File: src/hw/rtl/lcts_pkg.sv
// shared constants and codes for the load-cell tare and scale block
package lcts_pkg;

	// field and register widths
	localparam int RAW_W            = 24;
	localparam int ADC_BITS         = 24;
	localparam int FACTOR_FRAC_BITS = 16;
	localparam int WEIGHT_FRAC_BITS = 8;
	localparam int CMD_W            = 2;
	localparam int COUNT_W          = 8;
	localparam int WEIGHT_W         = 24;
	localparam int CFG_W            = 24;
	localparam int CFG_IDX_W        = 1;
	localparam int VALUE_W          = 32;
	localparam int STATUS_W         = 3;

	// datapath widths
	localparam int SUM_W    = ADC_BITS + COUNT_W + 1;
	localparam int DIFF_W   = ADC_BITS + 1;
	localparam int DIV_W    = DIFF_W + FACTOR_FRAC_BITS + WEIGHT_FRAC_BITS;
	localparam int FACTOR_W = DIV_W + 1;
	localparam int CNT_W    = $clog2(DIV_W);

	// register reset values
	localparam logic [COUNT_W-1:0]  SAMPLE_COUNT_RST = COUNT_W'(16);
	localparam logic [WEIGHT_W-1:0] KNOWN_WEIGHT_RST = WEIGHT_W'(256);

	// register indexes
	localparam logic [CFG_IDX_W-1:0] REG_SAMPLE_COUNT = 1'b0;
	localparam logic [CFG_IDX_W-1:0] REG_KNOWN_WEIGHT = 1'b1;

	// commands
	localparam logic [CMD_W-1:0] CMD_MEASURE = 2'd0;
	localparam logic [CMD_W-1:0] CMD_TARE    = 2'd1;
	localparam logic [CMD_W-1:0] CMD_CAL     = 2'd2;
	localparam logic [CMD_W-1:0] KIND_NONE   = 2'd0;

	// result status codes
	localparam logic [STATUS_W-1:0] ST_WEIGHT    = 3'd0;
	localparam logic [STATUS_W-1:0] ST_ACCUM     = 3'd1;
	localparam logic [STATUS_W-1:0] ST_TARE_DONE = 3'd2;
	localparam logic [STATUS_W-1:0] ST_CAL_DONE  = 3'd3;
	localparam logic [STATUS_W-1:0] ST_NO_FACTOR = 3'd4;

endpackage

File: src/hw/rtl/load_cell_tare_scale.sv
// top level of the load-cell tare and scale block
// Takes one command beat at a time (measure, tare sample or calibration sample) with a
// 24-bit two's complement ADC code and returns exactly one result beat for it. Tare and
// calibration samples are summed; the last sample of a run yields the truncated average,
// which becomes the zero offset (tare) or, after subtracting the offset and dividing by
// the known weight, the scale factor (calibration). A measure returns (code - offset) /
// factor as Q.8, truncated and clamped to 32 bits, or status "no factor" while the block
// is uncalibrated. All divisions run on one shared restoring divider that retires one
// quotient bit per cycle over a 49-bit dividend. An accumulating sample or a measure
// without a factor does not use the divider, a measure or the last tare sample takes one
// divider pass, and the last calibration sample two passes (one when the known weight is
// zero); each may also wait for the result register to drain. cmd_stall is high from the
// cycle after the command beat until the result register takes the answer.
// The result register lets a finished beat wait while the next command is taken.
// Configuration writes go straight to the registers and belong in idle periods only.
module load_cell_tare_scale (
	input  logic                                   clk,
	input  logic                                   arst_n,
	// configuration write port
	input  logic                                   cfg_we,
	input  logic [lcts_pkg::CFG_IDX_W-1:0]         cfg_index,
	input  logic [lcts_pkg::CFG_W-1:0]             cfg_data,
	// command channel
	input  logic                                   cmd_valid,
	output logic                                   cmd_stall,
	input  logic [lcts_pkg::CMD_W-1:0]             command,
	input  logic [lcts_pkg::RAW_W-1:0]             raw_code,
	// result channel
	output logic                                   res_valid,
	input  logic                                   res_stall,
	output logic signed [lcts_pkg::VALUE_W-1:0]    value,
	output logic [lcts_pkg::STATUS_W-1:0]          status,
	output logic                                   saturated
);

	// sequencer states
	localparam logic [2:0] S_IDLE = 3'd0;
	localparam logic [2:0] S_PREP = 3'd1;
	localparam logic [2:0] S_DIV  = 3'd2;
	localparam logic [2:0] S_POST = 3'd3;
	localparam logic [2:0] S_PUSH = 3'd4;

	// what the running division is for
	localparam logic [1:0] OP_AVG  = 2'd0;
	localparam logic [1:0] OP_FAC  = 2'd1;
	localparam logic [1:0] OP_MEAS = 2'd2;

	localparam int ADC   = lcts_pkg::ADC_BITS;
	localparam int SUMW  = lcts_pkg::SUM_W;
	localparam int DIFW  = lcts_pkg::DIFF_W;
	localparam int DIVW  = lcts_pkg::DIV_W;
	localparam int FACW  = lcts_pkg::FACTOR_W;
	localparam int VALW  = lcts_pkg::VALUE_W;
	localparam int SHIFT = lcts_pkg::FACTOR_FRAC_BITS + lcts_pkg::WEIGHT_FRAC_BITS;

	// control and persistent state
	logic [2:0]                       state_q;
	logic [1:0]                       op_q;
	logic [lcts_pkg::CNT_W-1:0]       cnt_q;
	logic                             res_valid_q;
	logic [lcts_pkg::COUNT_W-1:0]     sample_count_q;
	logic [lcts_pkg::WEIGHT_W-1:0]    known_weight_q;
	logic [SUMW-1:0]                  sum_q;
	logic [lcts_pkg::COUNT_W-1:0]     taken_q;
	logic [lcts_pkg::CMD_W-1:0]       kind_q;
	logic [ADC-1:0]                   offset_q;
	logic [FACW-1:0]                  factor_q;

	// payload registers
	logic [lcts_pkg::CMD_W-1:0]       cmd_q;
	logic [ADC-1:0]                   raw_q;
	logic                             neg_q;
	logic [DIVW-1:0]                  dvd_q;
	logic [DIVW-1:0]                  rem_q;
	logic [DIVW-1:0]                  dsr_q;
	logic [VALW-1:0]                  pend_value_q;
	logic [lcts_pkg::STATUS_W-1:0]    pend_status_q;
	logic                             pend_sat_q;
	logic [VALW-1:0]                  value_q;
	logic [lcts_pkg::STATUS_W-1:0]    status_q;
	logic                             sat_q;

	// combinational helpers
	logic                             cmd_take;
	logic                             res_take;
	logic                             res_load;
	logic                             same_kind;
	logic [SUMW-1:0]                  raw_ext;
	logic [SUMW-1:0]                  acc_sum;
	logic [lcts_pkg::COUNT_W-1:0]     acc_taken;
	logic [lcts_pkg::COUNT_W-1:0]     count_eff;
	logic                             run_done;
	logic [SUMW-1:0]                  acc_mag;
	logic [DIFW-1:0]                  meas_diff;
	logic [DIFW-1:0]                  meas_mag;
	logic                             factor_neg;
	logic [DIVW-1:0]                  factor_mag;
	logic                             factor_zero;
	logic [ADC-1:0]                   avg;
	logic [DIFW-1:0]                  cal_diff;
	logic [DIFW-1:0]                  cal_mag;
	logic [FACW-1:0]                  fac_val;
	logic [DIVW:0]                    trial;
	logic [DIVW:0]                    trial_sub;
	logic                             trial_ge;
	logic                             pos_sat;
	logic                             neg_sat;
	logic [VALW-1:0]                  meas_value;

	assign cmd_stall = (state_q != S_IDLE);
	assign cmd_take  = cmd_valid && !cmd_stall;
	assign res_take  = res_valid_q && !res_stall;
	// result register free this cycle
	assign res_load  = (state_q == S_PUSH) && (!res_valid_q || !res_stall);

	assign res_valid = res_valid_q;
	assign value     = value_q;
	assign status    = status_q;
	assign saturated = sat_q;

	always_comb begin
		// accumulation of a tare or calibration sample
		raw_ext   = {{(SUMW-ADC){raw_q[ADC-1]}}, raw_q};
		same_kind = (kind_q == cmd_q);
		acc_sum   = (same_kind ? sum_q : '0) + raw_ext;
		acc_taken = (same_kind ? taken_q : '0) + lcts_pkg::COUNT_W'(1);
		count_eff = (sample_count_q == '0) ? lcts_pkg::COUNT_W'(1) : sample_count_q;
		run_done  = (acc_taken >= count_eff);
		acc_mag   = acc_sum[SUMW-1] ? (~acc_sum + SUMW'(1)) : acc_sum;

		// measure numerator and factor magnitude
		meas_diff   = {raw_q[ADC-1], raw_q} - {offset_q[ADC-1], offset_q};
		meas_mag    = meas_diff[DIFW-1] ? (~meas_diff + DIFW'(1)) : meas_diff;
		factor_neg  = factor_q[FACW-1];
		factor_zero = (factor_q == '0);
		factor_mag  = factor_neg ? DIVW'(~factor_q + FACW'(1)) : factor_q[DIVW-1:0];

		// after the average division
		avg      = neg_q ? (~dvd_q[ADC-1:0] + ADC'(1)) : dvd_q[ADC-1:0];
		cal_diff = {avg[ADC-1], avg} - {offset_q[ADC-1], offset_q};
		cal_mag  = cal_diff[DIFW-1] ? (~cal_diff + DIFW'(1)) : cal_diff;
		fac_val  = neg_q ? (~{1'b0, dvd_q} + FACW'(1)) : {1'b0, dvd_q};

		// one restoring divider step
		trial     = {rem_q, dvd_q[DIVW-1]};
		trial_sub = trial - {1'b0, dsr_q};
		trial_ge  = (trial >= {1'b0, dsr_q});

		// weight quotient, truncated and clamped
		pos_sat = |dvd_q[DIVW-1:VALW-1];
		neg_sat = (|dvd_q[DIVW-1:VALW]) || (dvd_q[VALW-1] && (|dvd_q[VALW-2:0]));
		if (!neg_q && pos_sat) begin
			meas_value = {1'b0, {(VALW-1){1'b1}}};
		end else if (neg_q && neg_sat) begin
			meas_value = {1'b1, {(VALW-1){1'b0}}};
		end else if (neg_q) begin
			meas_value = ~dvd_q[VALW-1:0] + VALW'(1);
		end else begin
			meas_value = dvd_q[VALW-1:0];
		end
	end

	// control, configuration and persistent state
	always_ff @(posedge clk or negedge arst_n) begin
		if (!arst_n) begin
			state_q        <= S_IDLE;
			op_q           <= OP_AVG;
			cnt_q          <= '0;
			res_valid_q    <= 1'b0;
			sample_count_q <= lcts_pkg::SAMPLE_COUNT_RST;
			known_weight_q <= lcts_pkg::KNOWN_WEIGHT_RST;
			sum_q          <= '0;
			taken_q        <= '0;
			kind_q         <= lcts_pkg::KIND_NONE;
			offset_q       <= '0;
			factor_q       <= '0;
		end else begin
			if (cfg_we) begin
				unique case (cfg_index)
					lcts_pkg::REG_SAMPLE_COUNT: sample_count_q <= cfg_data[lcts_pkg::COUNT_W-1:0];
					lcts_pkg::REG_KNOWN_WEIGHT: known_weight_q <= cfg_data[lcts_pkg::WEIGHT_W-1:0];
					default: ;
				endcase
			end

			if (res_load) begin
				res_valid_q <= 1'b1;
			end else if (res_take) begin
				res_valid_q <= 1'b0;
			end

			unique case (state_q)
				S_IDLE: begin
					if (cmd_take) begin
						state_q <= S_PREP;
					end
				end
				S_PREP: begin
					cnt_q <= lcts_pkg::CNT_W'(DIVW - 1);
					case (cmd_q) inside
						lcts_pkg::CMD_TARE, lcts_pkg::CMD_CAL: begin
							if (run_done) begin
								sum_q   <= '0;
								taken_q <= '0;
								kind_q  <= lcts_pkg::KIND_NONE;
								op_q    <= OP_AVG;
								state_q <= S_DIV;
							end else begin
								sum_q   <= acc_sum;
								taken_q <= acc_taken;
								kind_q  <= cmd_q;
								state_q <= S_PUSH;
							end
						end
						default: begin
							// measure, and the unused code treated alike
							op_q    <= OP_MEAS;
							state_q <= factor_zero ? S_PUSH : S_DIV;
						end
					endcase
				end
				S_DIV: begin
					cnt_q <= cnt_q - lcts_pkg::CNT_W'(1);
					if (cnt_q == '0) begin
						state_q <= S_POST;
					end
				end
				S_POST: begin
					cnt_q   <= lcts_pkg::CNT_W'(DIVW - 1);
					state_q <= S_PUSH;
					if (op_q == OP_AVG) begin
						if (cmd_q == lcts_pkg::CMD_TARE) begin
							offset_q <= avg;
						end else if (known_weight_q == '0) begin
							factor_q <= '0;
						end else begin
							// second pass: factor = diff / known weight
							op_q    <= OP_FAC;
							state_q <= S_DIV;
						end
					end else if (op_q == OP_FAC) begin
						factor_q <= fac_val;
					end
				end
				S_PUSH: begin
					if (res_load) begin
						state_q <= S_IDLE;
					end
				end
				default: state_q <= S_IDLE;
			endcase
		end
	end

	// datapath and result payload
	always_ff @(posedge clk) begin
		if (cmd_take) begin
			cmd_q <= command;
			raw_q <= raw_code[ADC-1:0];
		end

		unique case (state_q)
			S_PREP: begin
				rem_q <= '0;
				case (cmd_q) inside
					lcts_pkg::CMD_TARE, lcts_pkg::CMD_CAL: begin
						neg_q         <= acc_sum[SUMW-1];
						dvd_q         <= {{(DIVW-SUMW){1'b0}}, acc_mag};
						dsr_q         <= {{(DIVW-lcts_pkg::COUNT_W){1'b0}}, count_eff};
						pend_value_q  <= '0;
						pend_status_q <= lcts_pkg::ST_ACCUM;
						pend_sat_q    <= 1'b0;
					end
					default: begin
						neg_q         <= meas_diff[DIFW-1] ^ factor_neg;
						dvd_q         <= {meas_mag, {SHIFT{1'b0}}};
						dsr_q         <= factor_mag;
						pend_value_q  <= '0;
						pend_status_q <= lcts_pkg::ST_NO_FACTOR;
						pend_sat_q    <= 1'b0;
					end
				endcase
			end
			S_DIV: begin
				rem_q <= trial_ge ? trial_sub[DIVW-1:0] : trial[DIVW-1:0];
				dvd_q <= {dvd_q[DIVW-2:0], trial_ge};
			end
			S_POST: begin
				rem_q <= '0;
				if (op_q == OP_AVG) begin
					if (cmd_q == lcts_pkg::CMD_TARE) begin
						pend_value_q  <= {{(VALW-ADC){avg[ADC-1]}}, avg};
						pend_status_q <= lcts_pkg::ST_TARE_DONE;
					end else begin
						pend_value_q  <= {{(VALW-DIFW){cal_diff[DIFW-1]}}, cal_diff};
						pend_status_q <= lcts_pkg::ST_CAL_DONE;
						neg_q         <= cal_diff[DIFW-1];
						dvd_q         <= {cal_mag, {SHIFT{1'b0}}};
						dsr_q         <= {{(DIVW-lcts_pkg::WEIGHT_W){1'b0}}, known_weight_q};
					end
				end else if (op_q == OP_MEAS) begin
					pend_value_q  <= meas_value;
					pend_status_q <= lcts_pkg::ST_WEIGHT;
					pend_sat_q    <= neg_q ? neg_sat : pos_sat;
				end
			end
			default: ;
		endcase

		if (res_load) begin
			value_q  <= pend_value_q;
			status_q <= pend_status_q;
			sat_q    <= pend_sat_q;
		end
	end

endmodule

File: config.mk
export PLATFORM = sky130hd
export DESIGN_NAME = load_cell_tare_scale
export DESIGN_NICKNAME = d
export VERILOG_FILES = /design/src/hw/rtl/lcts_pkg.sv /design/src/hw/rtl/load_cell_tare_scale.sv
export SDC_FILE = /design/constraint.sdc
export NUM_CORES = 1
export LEC_CHECK = 0
export BUFFER_PORTS_ARGS = -buffer_cell sky130_fd_sc_hd__buf_4
export CORE_MARGIN = 2
export CORE_UTILIZATION = 50
export CTS_BUF_LIST = sky130_fd_sc_hd__clkbuf_16
export CTS_CLUSTER_DIAMETER = 120
export CTS_CLUSTER_SIZE = 30
export DETAILED_ROUTE_END_ITERATION = 10
export GPL_TIMING_DRIVEN = 0
export PLACE_DENSITY = 0.69
export SLEW_MARGIN = 10
export SYNTH_ARGS = -nofsm -noshare
export SYNTH_HDL_FRONTEND = slang
export SYNTH_SLANG_ARGS = --single-unit
File: constraint.sdc
create_clock -name clk -period 5 [get_ports clk]
set_clock_uncertainty 0.2 [all_clocks]
set_input_delay 0.25 -clock clk [delete_from_list [all_inputs] [get_ports clk]]
set_output_delay 0.25 -clock clk [all_outputs]
set_load 0.05 [all_outputs]
=== After elaboration in Yosys (flattened, before gate mapping) ===
Index checks and enable logic that the tools add are counted.

* Bits in registers: 407
* Input bits: 56
* Output and inout bits: 38

* Add/sub/neg operators: 13
* Order comparisons: 2
* Eq/ne operators: 21
* Muxes and demuxes: 65
* Bitwise gates (word level): 9
* Reduce and logical (&&, ||, !) cells: 40

{| class="wikitable"
|+ Operators by type and width
! kind !! number
|-
| $mux W49 || 8
|-
| $mux W50 || 5
|-
| $pmux W49 S2 || 2
|-
| $mux W32 || 6
|-
| $pmux W49 S3 || 1
|-
| $mux W33 || 3
|-
| $pmux W32 S2 || 1
|-
| $add A25 B1 Y25 const B || 2
|-
| $add A50 B1 Y50 const B || 1
|-
| $ge A50 B49 Y1 || 1
|-
| $logic_not A50 Y1 || 1
|-
| $mux W25 || 2
|-
| $not A25 Y25 || 2
|-
| $not A49 Y50 || 1
|-
| $sub A24 B24 Y25 || 2
|-
| $add A49 B1 Y49 const B || 1
|-
| $not A49 Y49 || 1
|-
| $sub A49 B49 Y49 || 1
|-
| $mux W3 || 12
|-
| $add A33 B1 Y33 const B || 1
|-
| $add A33 B33 Y33 || 1
|-
| $not A33 Y33 || 1
|-
| $add A32 B1 Y32 const B || 1
|-
| $not A32 Y32 || 1
|-
| 42 further kinds || 92
|}

=== Depth between registers and ports, before layout ===
Gate-level depths: netlist of the first run.

* Word-level depth: 10
* Mapped depth: 20
* Depth with buffers taken out: 18

=== Least setup slack after synthesis of the first run ===
No wires, ideal clock.

* Kind: register -> register
* Start point: register dvd_q[2]
* End point: register dvd_q[47] (data pin)
* Setup time: 0.274 ns
* Arrival time: 4.478 ns
* Setup slack: 0.048 ns
* Cell stages (with the launch flop): 18
* Buffers on the path: 0
* Period minus slack after synthesis: 4.952 ns
* Cell sequence: edfxtp_1 > nor3_1 > nand2_1 > or2_2 > o41ai_1 > xor2_1 > inv_1 > ha_1 > a21oi_1 > o21bai_1 > a21o_1 > a221o_1 > a31oi_4 > o311ai_0 > or4_1 > o41ai_1 > xor2_1 > o221ai_1

* Longest elaborated chain between the ends: 10

{| class="wikitable"
|+ Ends and longest elaborated chain
! element !! line !! source
|-
| start: declaration || load_cell_tare_scale.sv:73 || <nowiki>logic [DIVW-1:0] dvd_q;</nowiki>
|-
| start signal: assignment || load_cell_tare_scale.sv:268 || <nowiki>dvd_q <= {{(DIVW-SUMW){1'b0}}, acc_mag};</nowiki>
|-
| start signal: assignment || load_cell_tare_scale.sv:276 || <nowiki>dvd_q <= {meas_mag, {SHIFT{1'b0}}};</nowiki>
|-
| start signal: assignment || load_cell_tare_scale.sv:286 || <nowiki>dvd_q <= {dvd_q[DIVW-2:0], trial_ge};</nowiki>
|-
| $not A24 Y24 (*) || load_cell_tare_scale.sv:139 || <nowiki>avg = neg_q ? (~dvd_q[ADC-1:0] + ADC'(1)) : dvd_q[ADC-1:0];</nowiki>
|-
| $add A24 B1 Y24 (*) || load_cell_tare_scale.sv:139 ||
|-
| $mux W24 (*) || load_cell_tare_scale.sv:139 ||
|-
| via avg[9] || load_cell_tare_scale.sv:99 || <nowiki>logic [ADC-1:0] avg;</nowiki>
|-
| $sub A24 B24 Y25 (*) || load_cell_tare_scale.sv:140 || <nowiki>cal_diff = {avg[ADC-1], avg} - {offset_q[ADC-1], offset_q};</nowiki>
|-
| $not A25 Y25 || load_cell_tare_scale.sv:141 || <nowiki>cal_mag = cal_diff[DIFW-1] ? (~cal_diff + DIFW'(1)) : cal_diff;</nowiki>
|-
| $add A25 B1 Y25 || load_cell_tare_scale.sv:141 ||
|-
| $mux W25 (*) || load_cell_tare_scale.sv:141 ||
|-
| $mux W49 (*) || load_cell_tare_scale.sv:291 || <nowiki>if (cmd_q == lcts_pkg::CMD_TARE) begin</nowiki>
|-
| $mux W49 (*) || load_cell_tare_scale.sv:290 || <nowiki>if (op_q == OP_AVG) begin</nowiki>
|-
| $pmux W49 S3 (*) || load_cell_tare_scale.sv:262 || <nowiki>unique case (state_q)</nowiki>
|}

The timed path passes the listed nets; every way through them passes the cells marked *. The select of a mux whose other input is x is not followed.
A chain may end at the register's enable or synchronous reset.

=== Worst setup path after layout of the first run ===
* Start point: register dvd_q[3]
* End point: register dvd_q[48] (data pin)

The elaborated chain is that of the path after synthesis.

==> results.md, run 1 <==
- The run finished, with violations left.
- The final reports fail on negative hold slack, negative setup slack.
- The worst path setup slack after routing is -0.120 ns.
- The number of design-rule violations left by the first detailed-router iteration is about 2.2k.
- The fraction of layout cells with a size suffix above 1 is 0.166.
- Dividing the final minimum period by the clock period gives 1.02.
- The kind of launch point of the worst setup path is a register.
- On the final layout, the worst hold slack is -0.0170 ns.
- Sorting the synthesized cells by area gives the leading types as edfxtp_1 (26%), dfrtp_1 (14%), ha_1 (6.5%).
- The final setup TNS is -0.164 ns.
- The maximum root-to-sink buffer count is 3.
- In this run the cell area of the synthesized design comes to roughly 0.028 sq mm.
- The worst register-to-register path has a setup slack of -0.12 ns.
- The worst endpoint required time is around 5.2 ns.
- The slowest stage of the critical path is the edfxtp_1 cell.
- The mean number of vias per cell is 6.13.
- The worst min-delay path class is input port to asynchronous set/reset pin.
- At the end of routability-driven placement, the weighted congestion stood at 0.962.
- The pre-antenna-repair detailed-routing pass consisted of 7 iterations.
- The mean cell area of the mapped netlist is 9.15 sq um.
- The number of endpoints with negative hold slack in the final report is 3.
- The worst register-to-register path has a depth of 18.
- Counting flops with a built-in enable in the synthesized netlist gives about 250.
- The via count is 25.4k.
- The global-route usage over all layers is 0.315.
- The clock tree from TritonCTS is built.
- The wire length of the first global-routing pass is 141000 um.
- For the finished layout, the period the worst path requires is 5.12 ns.
- The cell type with the highest occurrence count on the critical path is buf_4.
- Setup repair after global routing could not meet its margin everywhere.
- The total buffers and inverters traversed by the critical path is 5.
- The synthesized-area fraction occupied by ao, oa, aoi and oai cells came to 0.210.
- In the synthesized netlist, the number of instances is 3071.
- The clock root buffer is clkbuf_16.
- The post-synthesis register bit count is around 400.
- At the pin with the least slew margin, the transition time is 1.29 ns.
- The share of the synthesized area in the top cell type is 0.263.
- The cell area after placement is 0.0300 sq mm.
- Based on the critical path, the design can be clocked at up to 195 MHz.
- The clock insertion delay at the later pin of the skew report is 0.58 ns.
- Of the total synthesized cell area, the portion taken by AND, OR, NAND and NOR gates is 0.164.
- The highest net fanout along the worst path is 7.
- The overall overflow remaining after global route is 0.
- After detailed routing, the number of remaining DRC violations is 0.
- Headroom to the max-slew limit came out at 0.135.
- The main combinational cell family by area after synthesis is compound AO/OA/AOI/OAI gates.
- The floorplan has 86 rows.
- The boundary pin count is between 90 and 100.
- The routed wire length is 94000 um.
- The number of buffers added by the clock tree synthesis step is 19.
- The clock slew seen by the registers of the worst setup and hold paths is between 0.1 and 0.15 ns.
- Detailed placement finished with a half-perimeter wire length of 70000 um.
- The starting utilization of the core area is 0.508.
- The peak per-stage delay on the critical path is ~0.47 ns.
- In this run the horizontal extent of the chip is around 240 um.
- The die is about 240 um tall.
- The net count of the finished layout is 3579.
- In this run the worst setup path begins at dvd_q[3]$_DFFE_PP_.
- The via count of the first global-routing pass is 24.3k.
- Max-cap violations in this run came to 0.
- The pin count of the biggest net entering global routing is 95.
- Dividing the detail-routed wire length by the instance count gives ~23 um.
- The worst setup path is captured at a register.
- Of the total synthesized cell area, the portion taken by full adders, half adders and majority gates is 0.0678.
- Of the total synthesized cell area, the portion taken by XOR and XNOR cells is 0.0854.
- The total core area is between 0.05 and 0.06 sq mm.
- The capture instance of the worst register-to-register path is dvd_q[48]$_DFFE_PP_.
- The count of nets left with antenna violations once routing finished came out at 0.
- In this run the number of H-tree levels came out at 1.
- Broken down by cell family, the worst path's largest delay share belongs to compound AO/OA/AOI/OAI gates.
- The total non-filler cell area in the finished layout is 0.0339 sq mm.
- The initial antenna violation count is 1.
- The critical path data arrival time is 5.33 ns.
- The final setup violation count is 2.
- Counting buffers and inverters, the worst setup path is 18 cells deep.
- The critical path ends at dvd_q[48]$_DFFE_PP_.
- Yosys printed 0 warnings.
- In this run the critical register-to-register path is launched from dvd_q[3]$_DFFE_PP_.
- The number of nets handed over by synthesis was 3277.
- Synthesis instantiated 90 different standard cells from the library.
- The share of the Yosys chip area taken by registers is 0.406.
- The multiplexer share of the synthesized area is 0.0268.
- The critical path goes through nor3_4 -> buf_4 -> buf_4 -> nand4b_1 -> buf_4 -> o31ai_4 -> xor2_2 -> inv_2 -> ha_2 -> a21o_1 -> a31o_2 -> or3_4 -> a2111oi_4 -> nand4_1 -> buf_4 -> or3_1 -> o41a_1 -> o21ai_2.
- During placement, the flow inserted port buffers numbering 93.
- The total die area is between 0.05 and 0.06 sq mm.
- In the synthesized netlist the dominant register cell turns out to be edfxtp_1.
- The top cell type by total area after synthesis is edfxtp_1.
- The max-slew violation total from the final report is 0.
- Of all flip-flops after synthesis, the portion carrying an async set or reset was 0.396.
- The start-to-end type of the worst setup path is register to register.
- The area growth from synthesis to layout is 20.7%.
- CTS saw 407 sinks.
-- layout by cell type (no fill, tap or decap), types with 29 or more instances in the layout --
master / synthesis / final
a21o_1: 69 / 69
a21oi_1: 200 / 179
a22o_1: 42 / 42
and2_1: 47 / 43
buf_4: 1 / 224
clkbuf_1: 129 / 89
dfrtp_1: 159 / 159
dlygate4sd3_1: 0 / 62
edfxtp_1: 246 / 246
ha_1: 146 / 117
inv_1: 144 / 143
mux2i_1: 45 / 44
nand2_1: 325 / 318
nand2b_1: 31 / 30
nand3_1: 58 / 56
nor2_1: 235 / 225
nor3_1: 62 / 57
o211ai_1: 31 / 31
o21ai_0: 266 / 249
o31ai_1: 36 / 29
or3_1: 37 / 35
xnor2_1: 109 / 94
xor2_1: 165 / 146
-- flip-flops by register name, indices dropped and copies added (netlist names), 24 cells and up --
signal,count
raw_q,24
pend_value_q,32
rem_q,49
dvd_q,49
sum_q,33
value,32
factor_q,50
dsr_q,49
offset_q,24
known_weight_q,24
-- kinds of logic (layout without fill, tap and decap cells) --
kind of cell,count (synthesis),after routing
DFF,407,407
buffers and inverters,291,606
muxes,72,72
AOI/OAI and AO/OA,918,918
other,0,2
adders and majority gates,150,150
xor gates and xnor gates,274,274
and+or+nand+nor,959,959
-- layout make-up --
type                       count  area [sq um]
multi-input combinational   2373         17300
sequential                   407         11400
antenna                        2          5.00
clock buffer                  20           500
fill                        4657         21400
buffer                       124           532
timing repair buffer         303          2610
inverter                     145           548
tap                          748           936
clock inverter                14           119
-- worst min-delay path by stage --
stage	start	to	slack, ns	cells past startpoint
2_1_floorplan	arst_n	cnt_q[0]$_DFFE_PN0N_	-0.25	0
3_3_place_gp	pend_status_q[0]$_DFFE_PP_	status[0]$_DFFE_PP_	0.20	0
3_5_place_dp	arst_n	offset_q[19]$_DFFE_PN0P_	0.04	1
4_1_cts	arst_n	offset_q[21]$_DFFE_PN0P_	0.0008	2
5_1_grt	arst_n	offset_q[21]$_DFFE_PN0P_	0.04	2
6_report	arst_n	offset_q[21]$_DFFE_PN0P_	-0.02	2
-- metrics by stage --
step	setup WS, ns	std cells	utilization
2_1_floorplan	0.0475	3071	-
6_report	-0.120	4136	0.613
5_1_grt	-0.248	4135	0.613
3_5_place_dp	-1.47	3920	0.542
3_3_place_gp	-1.42	3912	0.538
4_1_cts	-0.0908	4083	0.590
-- synth_stat cells, types with 30 or more instances --
cell,n
a211oi_1,33
a21o_1,69
a21oi_1,200
a22o_1,42
a31oi_1,30
and2_1,47
clkbuf_1,129
dfrtp_1,159
edfxtp_1,246
ha_1,146
inv_1,144
mux2i_1,45
nand2_1,325
nand2b_1,31
nand3_1,58
nor2_1,235
nor3_1,62
o211ai_1,31
o21a_1,30
o21ai_0,266
o31ai_1,36
or3_1,37
xnor2_1,109
xor2_1,165
-- layer usage --
layer / track usage / wire (um) / up-vias
met1: 0.402 / 37800 / 12300
met5: 0 / 0 / -
met3: 0.0328 / 5610 / 229
met2: 0.531 / 44700 / 986
met4: 0.160 / 5880 / 0
li1: - / - / 11800
-- repair_timing --
| item | 4_1_cts | 5_1_grt |
|---|---|---|
| setup buffers | 78 | 60 |
| setup endpoints to repair | 139 | 62 |
| gates resized for setup | 163 | 188 |
| cloned | 0 | 2 |
| hold buffers | 62 | 0 |
| pin swaps | 51 | 65 |
| endpoints found under the hold margin | 186 | 0 |
Power of run 1 is not shown: default switching activity piles up to over one toggle a cycle in this logic, so the estimate is an artifact.
==> run 2: changes to the inputs <==
- ABC_AREA: not set -> 1
==> run 2 against run 1 <==
Against the previous run:
- the run now ends clean
- worst setup slack better by 0.32 ns
- synthesized area increased by 6.6%
- cell area decreased by 1.6%
- hold slack improved by 0.21 ns
- synthesized cell count up 35%
- non-clock buffer count shrank 153
- fmax increased by 6.6%
- count of clock-buffer cells in the layout is 2 lower
- sequential share of layout area rose by 0.56 points
- final cell count increased by 24%
- critical path depth is 5 higher
- critical path type unchanged
- largest cell class unchanged
==> results.md, run 2 <==
- The flow ran to the end, and the final reports show no timing, DRC or antenna violations.
- The portion of the post-synthesis area used by sequential elements is 0.381.
- Counting flops and latches in the post-synthesis netlist gives 407.
- The share of the synthesized area in the top cell type is 0.246.
- The maximum root-to-sink buffer count is 3.
- The worst endpoint required time is 5.13 ns.
- The start-to-end type of the worst setup path is register to register.
- The clock insertion delay at the later pin of the skew report is 0.61 ns.
- In this run, synthesis inferred between 200 and 250 flip-flops with an integrated enable.
- Yosys attributes the largest share of cell area to edfxtp_1 (25%), dfrtp_1 (13%), nand2_1 (12%).
- On the final layout, the worst hold slack is 0.190 ns.
- The core region is 0.0591 sq mm.
- For this block, wires on met1 add up to 44700 um.
- Based on the critical path, the design can be clocked at up to 208 MHz.
- In this run the vertical extent of the chip is around 250 um.
- A synthesized cell averages roughly 7.2 sq um.
- Synthesis produced 4158 cells.
- Setup repair after global routing could not meet its margin everywhere.
- The clock root buffer is clkbuf_16.
- After synthesis, the most frequently instantiated cells are nand2_1 (940), inv_1 (641), nor2_1 (444).
- The growth of design area from synthesis to finish is 11.3%.
- The number of clock sinks is 407.
- The kind of launch point of the worst setup path is a register.
- The net count of the finished layout is about 4.6k.
- The fraction of layout cells with a size suffix above 1 is 0.0565.
- The via count of the first global-routing pass came to approximately 28k.
- Among all stages on the critical path, the largest delay is contributed by xor2_1.
- For the finished layout, the period the worst path requires is 4.80 ns.
- The share of async-settable or async-resettable flops after synthesis is 0.396.
- The synthesized cell area is between 0.02 and 0.03 sq mm.
- The first TritonRoute pass finished after 8 iterations.
- The via count is between 20k and 30k.
- Dividing the detail-routed wire length by the instance count gives 20.1 um.
- The peak per-stage delay on the critical path is 0.68 ns.
- The post-route antenna net violation count is 0.
- The HPWL after detailed placement is 84100 um.
- Entering global routing, the biggest net connects around 100 pins.
- The initial antenna violation count is 3.
- The library cell used most frequently in the layout, excluding fill and tap cells, is nand2_1.
- By instance count, the cell type seen most on the critical path is nand2_1.
- The cell class contributing the biggest share of worst-path delay is simple AND/OR/NAND/NOR gates.
- Of all nets on the critical path, the largest fanout is 10.
- From left edge to right edge, the die measures about 250 um.
- The wire length of the first global-routing pass is 159000 um.
- The count of unique library cells instantiated by Yosys is 60.
- When the netlist entered floorplanning its net count stood at about 4.4k.
- TritonCTS built the clock tree.
- The number of flip-flops in the largest register is 50.
- The count of input and output buffers is 93.
- The critical path data arrival time is 4.93 ns.
- The total overflow left after global routing is 0.
- Leaving out fill and tap cells, the most frequent cells in the layout are nand2_1 (938), inv_1 (645), nor2_1 (440).
- In this run, CTS created clock tree buffers numbering 18.
- 94 I/O pins were placed.
- The routed wire length is roughly 100000 um.
- The initial utilization of the core area, before any placement, comes to 0.507.
- Clock-pin slew was measured on the worst setup and hold paths at 0.12 ns.
- Routability-driven placement finished with a final weighted congestion of 1.01.
- The number of warning messages in the yosys log is 0.
- Walking the worst path, the cells encountered are inv_4 -> ha_1 -> nand3_2 -> nor2_1 -> nand3b_1 -> nand2_1 -> xor2_1 -> ha_1 -> nand2_1 -> o21ai_0 -> a21oi_1 -> nand2_1 -> nand2_1 -> nand2_1 -> nand2_1 -> nand2_1 -> inv_2 -> clkbuf_4 -> o21ai_0 -> nand3_1 -> o211ai_1 -> inv_1 -> a21oi_1.
- In the detailed route, the total length drawn on met2 is 46600 um.
- The total non-filler cell area in the finished layout is 0.0334 sq mm.
- Among all cell types in the netlist, the one instantiated most often is nand2_1.
- The biggest area contributor in the post-synthesis netlist is edfxtp_1.
- The worst hold path belongs to the class input port to register.
- Measured against its own limit, the worst slew margin works out to 0.219.
- The number of endpoints with negative hold slack in the final report is 0.
- The final setup violation count is 0.
- The count of unresolved DRC violations after routing is 0.
- More flip-flops sit in one register than any other, and that register is factor_q.
- The routed design uses 7630 um of met3 wire.
- For this run, the total global-route usage over all layers was measured as 0.328.
- The total buffers and inverters traversed by the critical path is 4.
- The most instantiated flip-flop cell in the synthesis netlist is edfxtp_1.
- The period utilization is 0.961.
- The H-tree level count is 1.
- The tool flagged a number of max-cap violations equal to 0.
- The total die area is about 0.062 sq mm.
- For the pin with the worst max-slew slack, the measured transition is approximately 1.2 ns.
- The highest metal layer with signal wires is met4.
- The mean number of vias per cell is 5.69.
- The max-slew violation total from the final report is 0.
- STA classifies the critical path endpoint as a register.
- The floorplan has 89 rows.
- The number of design-rule violations left by the first detailed-router iteration is between 3k and 4k.
- The cell area after placement is 0.0319 sq mm.
## run 2: cell count changes after synthesis, sizes merged, moves of 66 or more
cell and change:
a21oi +106, inv +503, nand2 +625, nand3 +181, nor2 +219, o21ai +73, xnor2 -66, xor2 -70
## run 2: logic make-up after synthesis
kind of cell / after synthesis / synth area share
xor gates and xnor gates: 138 / 0.0408
adders and majority gates: 150 / 0.0636
and+or+nand+nor: 1844 / 0.259
buffers and inverters: 746 / 0.0945
AOI/OAI and AO/OA: 873 / 0.161
DFF: 407 / 0.381
## run 2: path summary, 6_finish.rpt
kind / start / endpoint / slack, ns / cells after the start
max in group asynchronous: arst_n / cnt_q[4]$_DFFE_PN0N_ / 2.73 / 4
min in group asynchronous: arst_n / offset_q[15]$_DFFE_PN0P_ / 0.51 / 3
hold / removal: raw_code[15] / raw_q[15]$_DFFE_PP_ / 0.19 / 2
hold reg to reg: pend_value_q[20]$_SDFFCE_PN0P_ / value[20]$_DFFE_PP_ / 0.23 / 0
setup / recovery: dvd_q[0]$_DFFE_PP_ / dvd_q[28]$_DFFE_PP_ / 0.20 / 23
setup reg to reg: dvd_q[0]$_DFFE_PP_ / dvd_q[28]$_DFFE_PP_ / 0.20 / 23
## run 2: worst register-to-register path, cell delays in order, from the launching register on
cell,delay [ns]
edfxtp_1,0.48
inv_4,0.10
ha_1,0.18
nand3_2,0.12
nor2_1,0.15
nand3b_1,0.16
nand2_1,0.11
xor2_1,0.68
ha_1,0.45
nand2_1,0.16
o21ai_0,0.17
a21oi_1,0.22
nand2_1,0.11
nand2_1,0.09
nand2_1,0.05
nand2_1,0.05
nand2_1,0.10
inv_2,0.16
clkbuf_4,0.25
o21ai_0,0.10
nand3_1,0.10
o211ai_1,0.21
inv_1,0.12
a21oi_1,0.05
## run 2: metrics by stage
| stage | cells | setup WS, ns | TNS (ns) | util |
|---|---|---|---|---|
| 2_1_floorplan | 4158 | 0.576 | 0 | - |
| 3_3_place_gp | 5024 | -1.66 | -157.62 | 0.535 |
| 3_5_place_dp | 5033 | -0.684 | -15.28 | 0.539 |
| 4_1_cts | 5129 | 0.0225 | 0 | 0.560 |
| 5_1_grt | 5143 | -0.0122 | -0.0213 | 0.564 |
| 6_report | 5144 | 0.196 | 0 | 0.564 |
## run 2: metal layers
layer  global-route usage  vias to the layer above
met5                    0                        -
met4                0.125                        0
met3               0.0416                      175
met2                0.532                     1096
met1                0.449                    13700
li1                     -                    14200
## run 2: layout make-up
type / count / area, sq um
timing repair buffer: 180 / 1640
multi-input combinational: 3005 / 16000
clock inverter: 14 / 97.6
buffer: 94 / 392
sequential: 407 / 11400
antenna: 1 / 2.50
clock buffer: 18 / 450
tap: 773 / 967
inverter: 652 / 2450
fill: 5778 / 25800
## run 2: repair_timing
item                                   in CTS  in global routing
gates cloned                                0                  0
pin swaps                                   2                  6
endpoints found under the hold margin     177                  0
setup endpoints to repair                  36                 47
gates resized for setup                    10                 31
buffers inserted                            4                 14
hold buffers                               60                  0
Power of run 2 is left out for the same reason.
